===== src/rtl/core/npcm_pkg.sv =====
// ----------------------------------------------------------------------------
// npcm_pkg
// Shared types, constants and helpers for the nearest palette colour match.
// ----------------------------------------------------------------------------
`default_nettype none

package npcm_pkg;

	// default number of palette entries
	localparam int PALETTE_DEPTH_DEF = 16;

	// field widths
	localparam int ENTRY_IDX_W = 4;
	localparam int RGB15_W     = 15;
	localparam int ARGB_W      = 32;
	localparam int COLOR_IDX_W = 4;
	localparam int CHAN_W      = 8;
	localparam int ENTRY_W     = 3 * CHAN_W;
	localparam int DIST_W      = CHAN_W + 2;

	// configuration port
	localparam int CFG_IDX_W  = 1;
	localparam int CFG_DATA_W = 9;
	localparam int THRESH_W   = 9;
	localparam int PSIZE_W    = 5;

	typedef enum logic [CFG_IDX_W-1:0] {
		CFG_ALPHA_THRESHOLD = 1'd0,
		CFG_PALETTE_SIZE    = 1'd1
	} cfg_idx_t;

	localparam logic [THRESH_W-1:0] THRESH_RST = 9'd128;
	localparam logic [PSIZE_W-1:0]  PSIZE_RST  = 5'd16;

	// item function codes
	typedef enum logic {
		FUNC_LOAD  = 1'b0,
		FUNC_PIXEL = 1'b1
	} func_t;

	// opaque magenta is always mapped to the transparent slot
	localparam logic [ARGB_W-1:0] MAGENTA_ARGB = 32'hFFFF_00FF;
	localparam logic [CHAN_W-1:0] CHAN_MAX     = 8'hFF;

	// 5-bit to 8-bit channel widening, round to nearest of c*255/31
	localparam logic [CHAN_W-1:0] WIDEN5_LUT [32] = '{
		8'd0,   8'd8,   8'd16,  8'd25,  8'd33,  8'd41,  8'd49,  8'd58,
		8'd66,  8'd74,  8'd82,  8'd90,  8'd99,  8'd107, 8'd115, 8'd123,
		8'd132, 8'd140, 8'd148, 8'd156, 8'd165, 8'd173, 8'd181, 8'd189,
		8'd197, 8'd206, 8'd214, 8'd222, 8'd230, 8'd239, 8'd247, 8'd255
	};

	function automatic logic [CHAN_W-1:0] widen5(input logic [4:0] c);
		return WIDEN5_LUT[c];
	endfunction

	function automatic logic [CHAN_W-1:0] absdiff(input logic [CHAN_W-1:0] a,
	                                              input logic [CHAN_W-1:0] b);
		return (a > b) ? (a - b) : (b - a);
	endfunction

endpackage

`default_nettype wire


===== src/rtl/core/npcm_in_if.sv =====
// ----------------------------------------------------------------------------
// npcm_in_if
// Input channel: palette loads and pixels, valid/ready handshake.
// ----------------------------------------------------------------------------
`default_nettype none

interface npcm_in_if;
	logic                               valid;
	logic                               ready;
	logic                               func;
	logic [npcm_pkg::ENTRY_IDX_W-1:0]   entry_index;
	logic [npcm_pkg::RGB15_W-1:0]       entry_rgb15;
	logic [npcm_pkg::ARGB_W-1:0]        pixel_argb;

	modport source (output valid, func, entry_index, entry_rgb15, pixel_argb, input ready);
	modport sink   (input valid, func, entry_index, entry_rgb15, pixel_argb, output ready);
endinterface

`default_nettype wire


===== src/rtl/core/npcm_out_if.sv =====
// ----------------------------------------------------------------------------
// npcm_out_if
// Output channel: chosen palette index, valid/ready handshake.
// ----------------------------------------------------------------------------
`default_nettype none

interface npcm_out_if;
	logic                               valid;
	logic                               ready;
	logic [npcm_pkg::COLOR_IDX_W-1:0]   color_index;

	modport source (output valid, color_index, input ready);
	modport sink   (input valid, color_index, output ready);
endinterface

`default_nettype wire


===== src/rtl/core/nearest_palette_color_match.sv =====
// ----------------------------------------------------------------------------
// nearest_palette_color_match
// Maps ARGB pixels to the palette entry, index 1 up, with least L1 distance; loads
// BGR555 palette entries widened to 8 bits per channel.
// ----------------------------------------------------------------------------
// Load beat: written at the accepting edge, no result; ready stays high after it.
// Pixel beat: transparent or magenta pixels and sizes of one or less skip the scan;
// otherwise entries 1 to n-1 are read and compared in order (n = entries in use).
// Idle, and so ready, comes back as the result registers; a stalled result waits in hold.
// Reset clears control, threshold to 128, size to 16; palette contents undefined.
`default_nettype none

module nearest_palette_color_match #(
	parameter int PALETTE_DEPTH = npcm_pkg::PALETTE_DEPTH_DEF
) (
	input  wire                                 clk,
	input  wire                                 arst_n,
	input  wire                                 cfg_write_en,
	input  wire  [npcm_pkg::CFG_IDX_W-1:0]      cfg_index,
	input  wire  [npcm_pkg::CFG_DATA_W-1:0]     cfg_data,
	npcm_in_if.sink                             pixel_in,
	npcm_out_if.source                          index_out
);

	localparam int AW = (PALETTE_DEPTH > 1) ? $clog2(PALETTE_DEPTH) : 1;
	localparam int CW = $clog2(PALETTE_DEPTH + 1);

	typedef enum logic [3:0] {
		ST_IDLE = 4'b0001,
		ST_SCAN = 4'b0010,
		ST_DONE = 4'b0100,
		ST_HOLD = 4'b1000
	} state_t;

	state_t                                 state_q;
	logic [npcm_pkg::THRESH_W-1:0]          thresh_q;
	logic [npcm_pkg::PSIZE_W-1:0]           psize_q;
	logic [npcm_pkg::ENTRY_W-1:0]           store [PALETTE_DEPTH];
	logic [npcm_pkg::ENTRY_W-1:0]           rd_data_q;
	logic [CW-1:0]                          rd_cnt_q;
	logic                                   pend_q;
	logic [AW-1:0]                          pend_idx_q;
	logic                                   have_q;
	logic [AW-1:0]                          best_q;
	logic [npcm_pkg::DIST_W-1:0]            best_dist_q;
	logic [npcm_pkg::ARGB_W-1:0]            px_q;
	logic                                   out_valid_q;
	logic [npcm_pkg::COLOR_IDX_W-1:0]       out_index_q;

	logic                                   in_fire;
	logic                                   load_fire;
	logic                                   pixel_fire;
	logic [CW-1:0]                          n_used;
	logic                                   early_zero;
	logic                                   can_load;
	logic [npcm_pkg::DIST_W-1:0]            l1_sum;
	logic [npcm_pkg::ENTRY_W-1:0]           wr_entry;

	// handshake
	assign pixel_in.ready = (state_q == ST_IDLE);
	assign in_fire        = pixel_in.valid && pixel_in.ready;
	assign load_fire      = in_fire && (pixel_in.func == npcm_pkg::FUNC_LOAD);
	assign pixel_fire     = in_fire && (pixel_in.func == npcm_pkg::FUNC_PIXEL);
	assign can_load       = !out_valid_q || index_out.ready;

	// entries in use, saturated to the store depth
	assign n_used = (32'(psize_q) > PALETTE_DEPTH) ? CW'(PALETTE_DEPTH) : CW'(psize_q);

	// pixels that map straight to the transparent slot
	assign early_zero = ({1'b0, pixel_in.pixel_argb[31:24]} < thresh_q)
		|| (pixel_in.pixel_argb == npcm_pkg::MAGENTA_ARGB)
		|| (n_used <= CW'(1));

	// widened palette colour, red high
	assign wr_entry = {npcm_pkg::widen5(pixel_in.entry_rgb15[4:0]),
	                   npcm_pkg::widen5(pixel_in.entry_rgb15[9:5]),
	                   npcm_pkg::widen5(pixel_in.entry_rgb15[14:10])};

	// shared distance unit: L1 over R, G, B and alpha (entries are opaque)
	assign l1_sum = npcm_pkg::DIST_W'(npcm_pkg::absdiff(px_q[23:16], rd_data_q[23:16]))
		+ npcm_pkg::DIST_W'(npcm_pkg::absdiff(px_q[15:8], rd_data_q[15:8]))
		+ npcm_pkg::DIST_W'(npcm_pkg::absdiff(px_q[7:0], rd_data_q[7:0]))
		+ npcm_pkg::DIST_W'(npcm_pkg::CHAN_MAX - px_q[31:24]);

	// configuration registers
	always_ff @(posedge clk or negedge arst_n) begin
		if (!arst_n) begin
			thresh_q <= npcm_pkg::THRESH_RST;
			psize_q  <= npcm_pkg::PSIZE_RST;
		end else if (cfg_write_en) begin
			unique case (npcm_pkg::cfg_idx_t'(cfg_index))
				npcm_pkg::CFG_ALPHA_THRESHOLD: thresh_q <= cfg_data;
				npcm_pkg::CFG_PALETTE_SIZE:    psize_q  <= cfg_data[npcm_pkg::PSIZE_W-1:0];
				default: ;
			endcase
		end
	end

	// palette store, one write and one registered read port
	always_ff @(posedge clk) begin
		if (load_fire && (32'(pixel_in.entry_index) < PALETTE_DEPTH)) begin
			store[AW'(pixel_in.entry_index)] <= wr_entry;
		end
		rd_data_q <= store[rd_cnt_q[AW-1:0]];
	end

	// pixel latch
	always_ff @(posedge clk) begin
		if (pixel_fire) begin
			px_q <= pixel_in.pixel_argb;
		end
	end

	// sequencer and running minimum
	always_ff @(posedge clk or negedge arst_n) begin
		if (!arst_n) begin
			state_q     <= ST_IDLE;
			rd_cnt_q    <= '0;
			pend_q      <= 1'b0;
			pend_idx_q  <= '0;
			have_q      <= 1'b0;
			best_q      <= '0;
			best_dist_q <= '0;
		end else begin
			unique case (state_q)
				ST_IDLE: begin
					if (pixel_fire) begin
						have_q   <= 1'b0;
						best_q   <= '0;
						pend_q   <= 1'b0;
						rd_cnt_q <= CW'(1);
						state_q  <= early_zero ? ST_DONE : ST_SCAN;
					end
				end
				ST_SCAN: begin
					// issue the next read
					if (rd_cnt_q < n_used) begin
						pend_q     <= 1'b1;
						pend_idx_q <= rd_cnt_q[AW-1:0];
						rd_cnt_q   <= rd_cnt_q + CW'(1);
					end else begin
						pend_q <= 1'b0;
						if (!pend_q) begin
							state_q <= ST_DONE;
						end
					end
					// compare the entry read last cycle, lower index wins ties
					if (pend_q && (!have_q || l1_sum < best_dist_q)) begin
						have_q      <= 1'b1;
						best_dist_q <= l1_sum;
						best_q      <= pend_idx_q;
					end
				end
				ST_DONE: begin
					if (can_load) begin
						state_q <= ST_IDLE;
					end else begin
						state_q <= ST_HOLD;
					end
				end
				ST_HOLD: begin
					if (can_load) begin
						state_q <= ST_IDLE;
					end
				end
				default: state_q <= ST_IDLE;
			endcase
		end
	end

	// output register
	always_ff @(posedge clk or negedge arst_n) begin
		if (!arst_n) begin
			out_valid_q <= 1'b0;
		end else if ((state_q == ST_DONE || state_q == ST_HOLD) && can_load) begin
			out_valid_q <= 1'b1;
		end else if (index_out.ready) begin
			out_valid_q <= 1'b0;
		end
	end

	always_ff @(posedge clk) begin
		if ((state_q == ST_DONE || state_q == ST_HOLD) && can_load) begin
			out_index_q <= npcm_pkg::COLOR_IDX_W'(best_q);
		end
	end

	assign index_out.valid       = out_valid_q;
	assign index_out.color_index = out_index_q;

	// a pixel beat always leaves idle
	a_pixel_busy: assert property (@(posedge clk) disable iff (!arst_n)
		pixel_fire |=> (state_q != ST_IDLE))
		else $error("pixel beat accepted but sequencer stayed idle");

	// scan never reads past the entries in use
	a_scan_bound: assert property (@(posedge clk) disable iff (!arst_n)
		(state_q == ST_SCAN) |-> (rd_cnt_q <= n_used))
		else $error("scan counter beyond palette size");

	// a pending compare only exists while scanning
	a_pend_scan: assert property (@(posedge clk) disable iff (!arst_n)
		pend_q |-> (state_q == ST_SCAN))
		else $error("pending compare outside scan");

	// chosen index is zero or inside the searched range
	a_best_range: assert property (@(posedge clk) disable iff (!arst_n)
		(state_q == ST_DONE) |-> ((best_q == '0) || (CW'(best_q) < n_used)))
		else $error("best index outside palette");

	// a result leaves done or hold only once it has been registered
	a_result_out: assert property (@(posedge clk) disable iff (!arst_n)
		((state_q == ST_DONE || state_q == ST_HOLD) && can_load) |=> out_valid_q)
		else $error("result lost on its way to the output register");

endmodule

`default_nettype wire

===== src/flat_wrapper.sv =====
// flat-port wrapper written by rule: the top's interface ports become plain ports
module nearest_palette_color_match_flat 
#(
	parameter int PALETTE_DEPTH = npcm_pkg::PALETTE_DEPTH_DEF
)
  (clk, arst_n, cfg_write_en, cfg_index, cfg_data, pixel_in_valid, pixel_in_func, pixel_in_entry_index, pixel_in_entry_rgb15, pixel_in_pixel_argb, pixel_in_ready, index_out_valid, index_out_color_index, index_out_ready);
  npcm_in_if pixel_in_i ();
  npcm_out_if index_out_i ();
  input  wire clk;
  input  wire arst_n;
  input  wire cfg_write_en;
  input  wire  [npcm_pkg::CFG_IDX_W-1:0] cfg_index;
  input  wire  [npcm_pkg::CFG_DATA_W-1:0] cfg_data;
  input wire logic [$bits(pixel_in_i.valid)-1:0] pixel_in_valid;
  input wire logic [$bits(pixel_in_i.func)-1:0] pixel_in_func;
  input wire logic [$bits(pixel_in_i.entry_index)-1:0] pixel_in_entry_index;
  input wire logic [$bits(pixel_in_i.entry_rgb15)-1:0] pixel_in_entry_rgb15;
  input wire logic [$bits(pixel_in_i.pixel_argb)-1:0] pixel_in_pixel_argb;
  output wire logic [$bits(pixel_in_i.ready)-1:0] pixel_in_ready;
  output wire logic [$bits(index_out_i.valid)-1:0] index_out_valid;
  output wire logic [$bits(index_out_i.color_index)-1:0] index_out_color_index;
  input wire logic [$bits(index_out_i.ready)-1:0] index_out_ready;
  assign pixel_in_i.valid = pixel_in_valid;
  assign pixel_in_i.func = pixel_in_func;
  assign pixel_in_i.entry_index = pixel_in_entry_index;
  assign pixel_in_i.entry_rgb15 = pixel_in_entry_rgb15;
  assign pixel_in_i.pixel_argb = pixel_in_pixel_argb;
  assign pixel_in_ready = pixel_in_i.ready;
  assign index_out_valid = index_out_i.valid;
  assign index_out_color_index = index_out_i.color_index;
  assign index_out_i.ready = index_out_ready;
  nearest_palette_color_match #(.PALETTE_DEPTH(PALETTE_DEPTH)) u_core (.clk(clk), .arst_n(arst_n), .cfg_write_en(cfg_write_en), .cfg_index(cfg_index), .cfg_data(cfg_data), .pixel_in(pixel_in_i), .index_out(index_out_i));
endmodule

===== config.mk =====
export PLATFORM = sky130hd
export DESIGN_NAME = nearest_palette_color_match_flat
export DESIGN_NICKNAME = d
export VERILOG_FILES = /design/src/rtl/core/npcm_pkg.sv /design/src/rtl/core/npcm_in_if.sv /design/src/rtl/core/npcm_out_if.sv /design/src/rtl/core/nearest_palette_color_match.sv /design/src/flat_wrapper.sv
export SDC_FILE = /design/constraint.sdc
export NUM_CORES = 1
export LEC_CHECK = 0
export BUFFER_PORTS_ARGS = -buffer_cell sky130_fd_sc_hd__buf_2
export CAP_MARGIN = 20
export CORE_ASPECT_RATIO = 1.4
export CORE_MARGIN = 1
export CORE_UTILIZATION = 56
export CTS_CLUSTER_SIZE = 24
export DETAILED_ROUTE_END_ITERATION = 6
export GPL_TIMING_DRIVEN = 0
export PLACE_DENSITY = 0.78
export SLEW_MARGIN = 20
export SYNTH_ARGS = -nofsm -noshare
export SYNTH_HDL_FRONTEND = slang
export SYNTH_SLANG_ARGS = --single-unit
export TNS_END_PERCENT = 50

===== constraint.sdc =====
create_clock -name clk -period 6.3 [get_ports clk]
set_clock_uncertainty 0.2 [all_clocks]
set_input_delay 0.315 -clock clk [delete_from_list [all_inputs] [get_ports clk]]
set_output_delay 0.315 -clock clk [all_outputs]
set_load 0.005 [all_outputs]

==> results of run 1 <==
[flip-flops by register name (all words and copies together), names as in the netlist]
name / cells
u_core.index_out.valid: 1
u_core.index_out.color_index: 4
u_core.state_q: 4
u_core.best_dist_q: 10
u_core.have_q: 1
u_core.store: 336
u_core.thresh_q: 9
u_core.psize_q: 5
u_core.px_q: 32
u_core.best_q: 4
u_core.pend_idx_q: 4
u_core.rd_cnt_q: 5
u_core.pend_q: 1
u_core.rd_data_q: 21
[worst paths after layout]
check | slack [ns] | endpoint | startpoint | cells after the start
setup / recovery | -0.17 | u_core.best_q[2] | u_core.px_q[15] | 29
hold / removal | 0.05 | u_core.store[12][11] | pixel_in_entry_index[0] | 2
setup reg to reg | -0.17 | u_core.best_q[2] | u_core.px_q[15] | 29
hold reg to reg | 0.26 | u_core.index_out.color_index[2] | u_core.best_q[2] | 0
max in group asynchronous | 5.34 | u_core.psize_q[1] | arst_n | 2
min in group asynchronous | 0.12 | u_core.best_dist_q[3] | arst_n | 2
[timing repair]
action | CTS | global route
buffers inserted | 16 | 13
endpoints found under the hold margin | 330 | 0
endpoints found under the setup margin | 15 | 15
pin swaps | 27 | 35
hold buffers | 60 | 0
gates resized for setup | 51 | 42
[Yosys cell counts (7+ instances only)]
library cell  number  area, um2
edfxtp_1         372      11200
mux4_2           105       2360
inv_1             90        338
ha_1              82       1030
nor2_1            61        229
nand2_1           48        180
dfrtp_1           41       1030
a21oi_1           37        185
o21ai_0           36        180
mux2_2            27        304
clkbuf_1          21       78.8
dfxtp_1           21        420
mux2i_1           21        210
a21o_1            20        150
xnor2_1           20        175
nor3_1            18       90.1
fa_1              16        320
nand4_1           13       81.3
buf_2             11       55.1
xor2_1            11       96.3
nand2b_1          10       62.6
nor2b_1           10       62.6
nand3_1            7       35.0
[cell usage in the layout, fill, tap and decap left out, types with 34 or more instances in the layout]
| cell | instances |
|---|---|
| nor2_1 | 45 |
| ha_1 | 67 |
| buf_4 | 39 |
| dfrtp_1 | 41 |
| edfxtp_1 | 372 |
| clkbuf_16 | 42 |
| nand2_1 | 48 |
| o21ai_0 | 34 |
| inv_1 | 86 |
| buf_2 | 80 |
| mux4_2 | 105 |
| dlygate4sd3_1 | 60 |
[routing by layer]
metal,vias to the layer above,part of all wire
met5,-,0
met4,0,0.059
met3,170,0.063
met2,583,0.54
met1,5957,0.34
li1,5034,-
[stage by stage]
stage	util	instances	TNS [ns]	hold slack [ns]
floorplan	-	1191	0	-0.181
global placement	0.599	1714	-10.46	0.245
detailed placement	0.615	1738	-11.99	0.247
CTS	0.682	1883	-1.01	0.0290
global route	0.693	1897	-5.53	0.0482
finish	0.693	1897	-1.80	0.0509
[logic make-up (layout without fill, tap and decap cells)]
family,Yosys count,count (layout)
flip-flops,437,437
AND/OR/NAND/NOR,193,193
multiplexers,155,155
AO/OA/AOI/OAI,144,144
buffers and inverters,133,388
adder cells (fa/ha/maj),98,98
XOR/XNOR,31,31
[worst max-delay path: cells and delay by family, from the launching register on]
kind | cells | cell delay (ns)
DFF | 1 | 0.50
buffers and inverters | 4 | 0.52
adders and majority gates | 5 | 1.50
muxes | 2 | 0.56
and+or+nand+nor | 5 | 0.62
xor gates and xnor gates | 2 | 0.58
AOI/OAI and AO/OA | 11 | 1.89
[cell type report]
| class | count | area (um2) |
|---|---|---|
| flip-flops and latches | 437 | 12700 |
| fillers | 2108 | 10600 |
| clock inverters | 20 | 208 |
| well taps | 451 | 564 |
| inverters | 90 | 338 |
| plain buffers | 39 | 188 |
| repair buffers | 186 | 1640 |
| clock buffers | 53 | 1120 |
| multi-input cells | 621 | 7020 |
==> reports/metrics.cfg, run 1 <==
[final_layout]
nets = 1580
insertedDiodeCount = 0
synthToLayoutAreaGrowth_pct = 21.0
design_area_um2 = 23800
post_route_cells_drive_above_1_share = 0.290

[placed_design]
dp_slack_ns = -0.945
hpwl_um = 31500
placed_cell_area_um2 = 21100
gp_congestion = 0.863
io_buffers = 72

[global_route]
busiest_layer = met2
met1_usage = 0.317
met2_usage = 0.509
grt_pass1_vias = 12237
grt_pass1_wl_um = 72500
grt_max_degree = 45
antenna_found_initial = 1
use_met3 = 0.0387
grt-ovfl-total = 0
grt_use_total = 0.279

[setup_path]
crit_path_max_fanout = 7
end_kind = register
worstSetupPathType = reg2reg
cp.required_ns = 6.56
slowest_stage = edfxtp_1
slowest_delay_ns = 0.50
crit_path_start_kind = register
arrival_ns = 6.73

[floorplanning]
io_pins = 73
dieArea_um2 = 35800
die_height_um = 224
die_w_um = 160
start_util = 0.572
core_um2 = 34300
num_rows = 80

[timing]
rsz0062_at_grt = true
max_freq_ghz = 0.154
setup_viol = 14
tightest_slew_ns = 1.04
min_period_ns = 6.47
worst_slack_ns = -0.173
maxSlewHeadroom = 0.308
slew_violations = 0
fin_crit_sh = 1.03
hold_viol = 0

[routing]
dr.pass1.iters = 5
wl_um = 49400
ant_nets = 0
wl_per_cell_um = 26.0
routed_via_density = 6.19
drc = 0
drt-initial-drc-count = 956
vias = 11744

[clocking]
cts_tree = done
cts_root_buf = clkbuf_16
clkTransAtPathRegs_ns = 0.06
cts_buffers = 40
clkSinkCount = 437
clock_latency_ns = 0.56
htreeDepth = 2
clk_path_buf_depth = 3

[synth]
synth_flop_cell = edfxtp_1
synth-simple-area-share = 0.0482
synthMuxAreaShare = 0.148
syn-num-nets = 1356
synth_compound_area_frac = 0.0483
yosysWarningCount = 0
synthArstFlopShare = 0.101
synthXorXnorAreaFrac = 0.0138
syn_area_um2 = 19600
synth_edf_count = 372
syn_inst = 1191
ys_ff_latch = 437
synth_top_family_by_area = multiplexers
seq_area_frac_synth = 0.646
avgSynthCellArea_um2 = 16.5
synth_fa_ha_area_frac = 0.0685
yosys.cell_types.count = 65

[job]
maxCapViolations = 0

[worst_hold_path]
hold_class = in2reg

[status]
status = finished, violations left
violations = setup timing

Power of run 1 is left out: the tool's default activity adds up to more than one toggle a clock period on the data nets, which glitch-free logic cannot reach.
==> inputs of run 2 (changes only) <==
--- a/config.mk
+++ b/config.mk
@@ -14,6 +14,7 @@
 export DETAILED_ROUTE_END_ITERATION = 6
 export GPL_TIMING_DRIVEN = 0
 export PLACE_DENSITY = 0.78
+export RECOVER_POWER = 100
 export SLEW_MARGIN = 20
 export SYNTH_ARGS = -nofsm -noshare
 export SYNTH_HDL_FRONTEND = slang
==> run 2 against run 1 <==
  * Sequential share of layout area is 1.3 points higher
  * Core utilization is 1.6 points lower
  * Routed wire length hardly changed
  * Worst setup slack better by 0.015 ns
  * Sequential cell count stayed put
  * Largest cell class unchanged
  * Design area is 2.3% lower
  * Worst hold slack better by 0.011 ns
  * First-iteration DRC count is 1.5% higher
  * Non-clock buffer count stayed put
  * Critical path depth stayed put
  * The run ends with capacitance limit, slew limit, setup timing left
==> reports/metrics.cfg, run 2 (synthesized netlist as in run 1, its figures left out) <==
[status]
status = finished, violations left
violations = capacitance limit, slew limit, setup timing

[global_route]
met1_usage = 0.317  ; unchanged
grt_pass1_vias = 12237  ; unchanged
grt_max_degree = 45  ; unchanged
grt-ovfl-total = 0  ; unchanged
grt_pass1_wl_um = 72500  ; unchanged
busiest_layer = met2
antenna_found_initial = 1  ; unchanged
met2_usage = 0.509  ; unchanged
use_met3 = 0.0387  ; unchanged
grt_use_total = 0.279  ; unchanged

[timing]
slew_violations = 45  ; +45
min_period_ns = 6.46  ; -0.0147 ns
fin_crit_sh = 1.03  ; -0.00234
rsz0062_at_grt = true
tns_ns = -1.68  ; +0.130 ns
max_freq_ghz = 0.155  ; +0.23%
whs_ns = 0.0622  ; +0.0113 ns
maxSlewHeadroom = -0.776  ; -1.08
tightest_slew_ns = 2.66  ; +1.63 ns
setup_viol = 14  ; unchanged
worst_slack_ns = -0.158  ; +0.0147 ns
hold_viol = 0  ; unchanged

[routing]
dr.pass1.iters = 7  ; +2
drc = 0  ; unchanged
wl_um = 49400  ; about the same
routed_via_density = 6.16  ; -0.45%
wl_per_cell_um = 26.0  ; about the same
vias = 11691  ; -0.45%
drt-initial-drc-count = 970  ; +1.5%
ant_nets = 0  ; unchanged

[setup_path]
critical-path-top-delay-family = compound AO/OA/AOI/OAI gates
crit_path_max_fanout = 7  ; unchanged
slowest_delay_ns = 0.50  ; about the same
slowest_stage = edfxtp_1
arrival_ns = 6.72  ; about the same
crit_buf_inv = 4  ; unchanged
cp.required_ns = 6.56  ; about the same
crit_path_start_kind = register
end_kind = register
worstSetupPathType = reg2reg

[floorplanning]
die_height_um = 224  ; unchanged
die_w_um = 160  ; unchanged
io_pins = 73  ; unchanged
dieArea_um2 = 35800  ; unchanged
core_um2 = 34300  ; unchanged
start_util = 0.572  ; unchanged
num_rows = 80  ; unchanged

[clocking]
clock_latency_ns = 0.55  ; about the same
cts_tree = done
cts_root_buf = clkbuf_16
clkTransAtPathRegs_ns = 0.06  ; about the same
cts_buffers = 40  ; unchanged
htreeDepth = 2  ; unchanged
clk_path_buf_depth = 3  ; unchanged
clkSinkCount = 437  ; unchanged

[final_layout]
synthToLayoutAreaGrowth_pct = 18.2
nets = 1580  ; unchanged
reg.largest.list = u_core.store (336), u_core.px_q (32), u_core.rd_data_q (21)
insertedDiodeCount = 0  ; unchanged
final_common_cell = edfxtp_1
largest_reg_flops = 336  ; unchanged
regMostFlops = u_core.store
final_cell_mix = edfxtp_1, clkbuf_1, mux4_2
post_route_cells_drive_above_1_share = 0.219  ; -0.0705

[job]
maxCapViolations = 2  ; +2

[placed_design]
dp_slack_ns = -0.945  ; unchanged
hpwl_um = 31500  ; unchanged
gp_congestion = 0.863  ; unchanged
io_buffers = 72  ; unchanged

[worst_hold_path]
hold_class = in2reg

## run 2: final cells by class
type / instances / area, um2
Sequential cell: 437 / 12700
Fill cell: 2223 / 11100
Multi-Input combinational cell: 621 / 6870
Timing Repair Buffer: 186 / 1240
Clock buffer: 53 / 1120
Tap cell: 451 / 564
Inverter: 90 / 338
Clock inverter: 20 / 208
Buffer: 39 / 181
## run 2: worst paths after layout
path | from | end | slack, ns | depth (start not counted)
worst min-delay path | pixel_in_entry_index[0] | u_core.store[12][11] | 0.06 | 2
worst min register to register | u_core.best_q[2] | u_core.index_out.color_index[2] | 0.26 | 0
worst max register to register | u_core.px_q[15] | u_core.best_q[2] | -0.16 | 29
max in group asynchronous | arst_n | u_core.psize_q[2] | 3.44 | 2
min in group asynchronous | arst_n | u_core.best_dist_q[3] | 0.95 | 2
worst max-delay path | u_core.px_q[15] | u_core.best_q[2] | -0.16 | 29
## run 2: worst register-to-register path, delay by kind of cell, from the launching register on
kind	cells	cell delay [ns]
AO/OA/AOI/OAI	11	1.89
adder cells (fa/ha/maj)	5	1.51
AND/OR/NAND/NOR	5	0.61
XOR/XNOR	2	0.58
multiplexers	2	0.56
buffers and inverters	4	0.52
flip-flops	1	0.50
## run 2: what timing repair did
item / 4_1_cts / 5_1_grt
hold buffers: 60 / 0
pin swaps: 27 / 35
setup buffers: 16 / 13
resized for setup: 51 / 42
endpoints found under the setup margin: 15 / 15
hold endpoints to repair: 330 / 0
## run 2: routing by layer
layer / share of wire / routed length, um
met1: 0.34 / 16900
met5: 0 / 0
met3: 0.061 / 3010
met4: 0.058 / 2850
met2: 0.54 / 26600
## run 2: metrics by stage
step / area (um2) / utilization / std cells
final: 23200 / 0.676 / 1897
after global routing: 23200 / 0.676 / 1897
after CTS: 23400 / 0.682 / 1883
after detailed placement: 21100 / 0.615 / 1738
after global placement: 20600 / 0.599 / 1714
after floorplan: 19700 / - / 1191
Power of run 2 is left out for the same reason.
